`src/rtl/sdfc_isqrt_pipe.sv`:
```
`timescale 1ns / 1ps
`default_nettype none

// Restoring integer square root, one root bit per pipeline stage.
module sdfc_isqrt_pipe #(
  parameter int RAD_W  = 46,
  parameter int SIDE_W = 48
) (
  input  wire logic                 clk_i,
  input  wire logic                 rst_ni,
  input  wire logic                 in_valid_i,
  output logic                      in_ready_o,
  input  wire logic [RAD_W-1:0]     rad_i,
  input  wire logic [SIDE_W-1:0]    side_i,
  output logic                      out_valid_o,
  input  wire logic                 out_ready_i,
  output logic [RAD_W/2-1:0]        root_o,
  output logic [SIDE_W-1:0]         side_o
);

  localparam int ROOT_W = RAD_W / 2;
  localparam int REM_W  = ROOT_W + 2;
  localparam int TRY_W  = REM_W + 2;

  logic              valid_q [ROOT_W];
  logic              ready   [ROOT_W];
  logic [RAD_W-1:0]  rad_q   [ROOT_W];
  logic [REM_W-1:0]  rem_q   [ROOT_W];
  logic [ROOT_W-1:0] root_q  [ROOT_W];
  logic [SIDE_W-1:0] side_q  [ROOT_W];

  for (genvar k = 0; k < ROOT_W; k++) begin : g_stage
    logic              prev_valid;
    logic [RAD_W-1:0]  prev_rad;
    logic [REM_W-1:0]  prev_rem;
    logic [ROOT_W-1:0] prev_root;
    logic [SIDE_W-1:0] prev_side;
    logic              next_ready;
    logic [TRY_W-1:0]  cat;
    logic [TRY_W-1:0]  sub;
    logic              take;

    if (k == 0) begin : g_first
      assign prev_valid = in_valid_i;
      assign prev_rad   = rad_i;
      assign prev_rem   = '0;
      assign prev_root  = '0;
      assign prev_side  = side_i;
    end else begin : g_next
      assign prev_valid = valid_q[k-1];
      assign prev_rad   = rad_q[k-1];
      assign prev_rem   = rem_q[k-1];
      assign prev_root  = root_q[k-1];
      assign prev_side  = side_q[k-1];
    end

    if (k == ROOT_W - 1) begin : g_last
      assign next_ready = out_ready_i;
    end else begin : g_mid
      assign next_ready = ready[k+1];
    end

    assign ready[k] = !valid_q[k] || next_ready;

    // Bring down the next two radicand bits and try subtracting 4*root+1.
    assign cat  = {prev_rem, prev_rad[RAD_W-1 -: 2]};
    assign sub  = TRY_W'({prev_root, 2'b01});
    assign take = (cat >= sub);

    always_ff @(posedge clk_i or negedge rst_ni) begin
      if (!rst_ni) begin
        valid_q[k] <= 1'b0;
      end else if (ready[k]) begin
        valid_q[k] <= prev_valid;
      end
    end

    always_ff @(posedge clk_i) begin
      if (ready[k] && prev_valid) begin
        rad_q[k]  <= prev_rad << 2;
        rem_q[k]  <= take ? REM_W'(cat - sub) : REM_W'(cat);
        root_q[k] <= {prev_root[ROOT_W-2:0], take};
        side_q[k] <= prev_side;
      end
    end
  end

  assign in_ready_o  = ready[0];
  assign out_valid_o = valid_q[ROOT_W-1];
  assign root_o      = root_q[ROOT_W-1];
  assign side_o      = side_q[ROOT_W-1];

endmodule

`default_nettype wire

```
`config.mk`:
```
export PLATFORM = sky130hd
export DESIGN_NAME = sdfc_isqrt_pipe
export DESIGN_NICKNAME = d
export VERILOG_FILES = /design/src/rtl/sdfc_isqrt_pipe.sv
export SDC_FILE = /design/constraint.sdc
export NUM_CORES = 2
export LEC_CHECK = 0
export BUFFER_PORTS_ARGS = -buffer_cell sky130_fd_sc_hd__buf_2
export CAP_MARGIN = 20
export CELL_PAD_IN_SITES_DETAIL_PLACEMENT = 1
export CELL_PAD_IN_SITES_GLOBAL_PLACEMENT = 1
export CORE_UTILIZATION = 28
export DETAILED_ROUTE_END_ITERATION = 10
export GPL_ROUTABILITY_DRIVEN = 0
export PLACE_DENSITY = 0.58
export SLEW_MARGIN = 20
export SYNTH_ARGS = -nofsm -noshare
export SYNTH_HDL_FRONTEND = slang
export SYNTH_SLANG_ARGS = --single-unit
```
`constraint.sdc`:
```
create_clock -name clk_i -period 11.4 [get_ports clk_i]
set_input_delay 2.28 -clock clk_i [delete_from_list [all_inputs] [get_ports clk_i]]
set_output_delay 2.28 -clock clk_i [all_outputs]
set_load 0.1 [all_outputs]
```
==> results_dict.tcl <==
set metrics [dict create \
    ctsHtreeMaxLevel 4 \
    synth_cell_types 82 \
    crit_required_ns 9.12 \
    drtAntennaViolNets 0 \
    grt.total_usage 0.0969 \
    synth_compound_gate_area_share 0.0534 \
    firstDrtPassIters 5 \
    overflow 0 \
    finalSetupTns_ns 0 \
    fin_skew_ns 0.0595 \
    io_buffers 170 \
    clock_latency_ns 0.87 \
    drc 0 \
    cts_tree "done" \
    numCtsBuffers 246 \
    min_path_type "flip-flop to flip-flop" \
    synthCells 5642 \
    cts_post_setup_buffers_inserted 0 \
    fmax_mhz 131 \
    synthToLayoutAreaGrowth_pct 15.5 \
    placementRows 211 \
    floorplan.initialDensity 0.282 \
    leakagePower_nw 39.2 \
    grt_max_degree 85 \
    clkTransAtPathRegs_ns 0.06 \
    n_fill_cell 34127 \
    vias_per_cell 4.23 \
    status "complete, no violations" \
    die_y_um 580 \
    vias 44813 \
    nets 6443 \
    cts_root_buffer "clkbuf_16" \
    irDropWorstVdd_uv 127 \
    antenna_found_initial 13 \
    synth-edff-count 2404 \
    ios 171 \
    coreArea_mm2 0.331 \
    die_width_um 580 \
    cp-end-kind "primary output" \
    synth_top_family_by_area "simple AND/OR/NAND/NOR gates" \
    synthAdderAreaFrac 0.0402 \
    path_class "primary input to primary output" \
    setup_viol 0 \
    drive_gt1_frac 0.108 \
    ys_seq_area_frac 0.779 \
    hold_viol 0 \
    ys_ff_latch 2427 \
    powerDensity_mw_per_mm2 194 \
    synth-simple-area-share 0.0661 \
    synth_xor_area_frac 0.0388 \
    wirelength_um 166000 \
    register_area_mm2 0.0728 \
    yosys_warnings 0 \
    clockBufferDepth 4 \
    die-area_mm2 0.336 \
    grt_pass1_vias 48577 \
    async_flop_share 0.00948 \
    netlist_area_mm2 0.0935 \
    cts_hold_buf 0 \
    critical_path.max_fanout 6 \
    relSlewSlack 0.285 \
    fin_crit_sh 0.670 \
    finalHoldWorstSlack_ns 0.380 \
    worst-slew-pin-transition_ns 1.06 \
    drt_iter0_markers 1942 \
    ys.flop_type "edfxtp_1" \
    start_kind "primary input" \
    grt_pass1_wl_um 264000 \
    period_needed_ns 7.64 \
    wl_per_cell_um 15.7 \
    drv_cap 0 \
    synth.avg_cell_area_um2 16.6 \
    cp.arrival_ns 5.36 \
    hpwl_um 123000 \
    multi_input_area_mm2 0.0192 \
    muxShareOfSynthArea 0.00574 \
    rsz0062_at_grt "no" \
    cts_sinks 2427 \
    finalMaxSlewViolations 0 \
    synth_nets 6040 \
    cts_resized 0 \
]
path summary, 6_finish.rpt:
| path | startpoint | endpoint | slack [ns] | depth (start not counted) |
|---|---|---|---|---|
| setup / recovery | out_ready_i | in_ready_o | 3.76 | 10 |
| hold / removal | rad_q[0][139] | rad_q[1][9] | 0.38 | 0 |
| setup reg to reg | rem_q[1][125] | rem_q[1][161] | 7.09 | 9 |
| hold reg to reg | rad_q[0][139] | rad_q[1][9] | 0.38 | 0 |
| max in group asynchronous | rst_ni | g_stage[1].prev_valid | 9.50 | 1 |
| min in group asynchronous | rst_ni | out_valid_o | 1.42 | 1 |
report_power, final:
group	internal (mW)	total [mW]	switching, mW
logic	0.547	1.85	1.30
clock network	4.64	7.82	3.18
registers	10.8	11.2	0.400
cell usage after synthesis, types with 58 or more instances:
cell type,number,share of area
a21o_1,86,0.0069
a21oi_1,248,0.013
edfxtp_1,2404,0.77
ha_1,300,0.040
inv_1,363,0.015
nand2_1,318,0.013
nand2b_1,68,0.0046
nand3_1,63,0.0034
nor2_1,259,0.010
nor2b_1,60,0.0040
nor3_1,99,0.0053
nor4_1,58,0.0039
o21a_1,63,0.0051
o21ai_0,223,0.012
xnor2_1,224,0.021
xor2_1,190,0.018
per-stage QoR:
step	utilization	worst slack, ns	power [mW]	area (um2)	instances
after floorplan	-	0.0430	12.7	93500	5642
after detailed placement	0.302	3.76	13.3	100000	10163
after global placement	0.302	3.77	13.2	100000	10163
final	0.326	3.76	20.9	108000	10604
after CTS	0.326	3.69	21.3	108000	10601
after global routing	0.326	3.52	21.8	108000	10603
worst max-delay path: stages:
cell and delay (ns):
buf_2 0.10, nor2b_1 0.35, nand3_1 0.20, nor2_1 0.32
and3_1 0.44, and3_1 0.40, and2_1 0.27, and3_1 0.37
nand4_1 0.24, buf_2 0.37
registers in the layout, indices dropped and copies added (netlist names):
name,cells
root_q,276
rad_q,506
g_stage.prev_valid,22
out_valid_o,1
side_q,1104
rem_q,518
cell families (layout without fill, tap and decap cells):
kind of cell,count (synthesis),after routing
AO/OA/AOI/OAI,813,813
XOR/XNOR,414,414
adder cells (fa/ha/maj),300,300
buffers and inverters,425,1018
flip-flops,2427,2427
multiplexers,49,49
other,1,4
AND/OR/NAND/NOR,1213,1213
layer usage:
layer  part of all wire  GRT usage
met2               0.51      0.178
met3              0.033     0.0158
met4              0.036     0.0388
met1               0.42      0.111
met5                  0          0
layout make-up:
cell class              instances  share of cell area
flip-flops and latches       2427               0.674
clock inverters               134              0.0132
clock buffers                 304              0.0601
diodes                          3           0.0000696
well taps                    4366              0.0506
multi-input cells            2790               0.178
inverters                     367              0.0128
repair buffers                213              0.0109
placed cells by master (no fill, tap or decap), drive strengths merged, types with 86 or more instances in the layout:
master	n
edfxtp	2404
buf	213
nand2	318
inv	369
a21oi	248
nor3	103
clkinv	90
nor2	260
xor2	190
o21ai	234
a21o	86
xnor2	224
ha	300
clkbuf	304
Note: power is estimated with default switching activity, not from simulation.
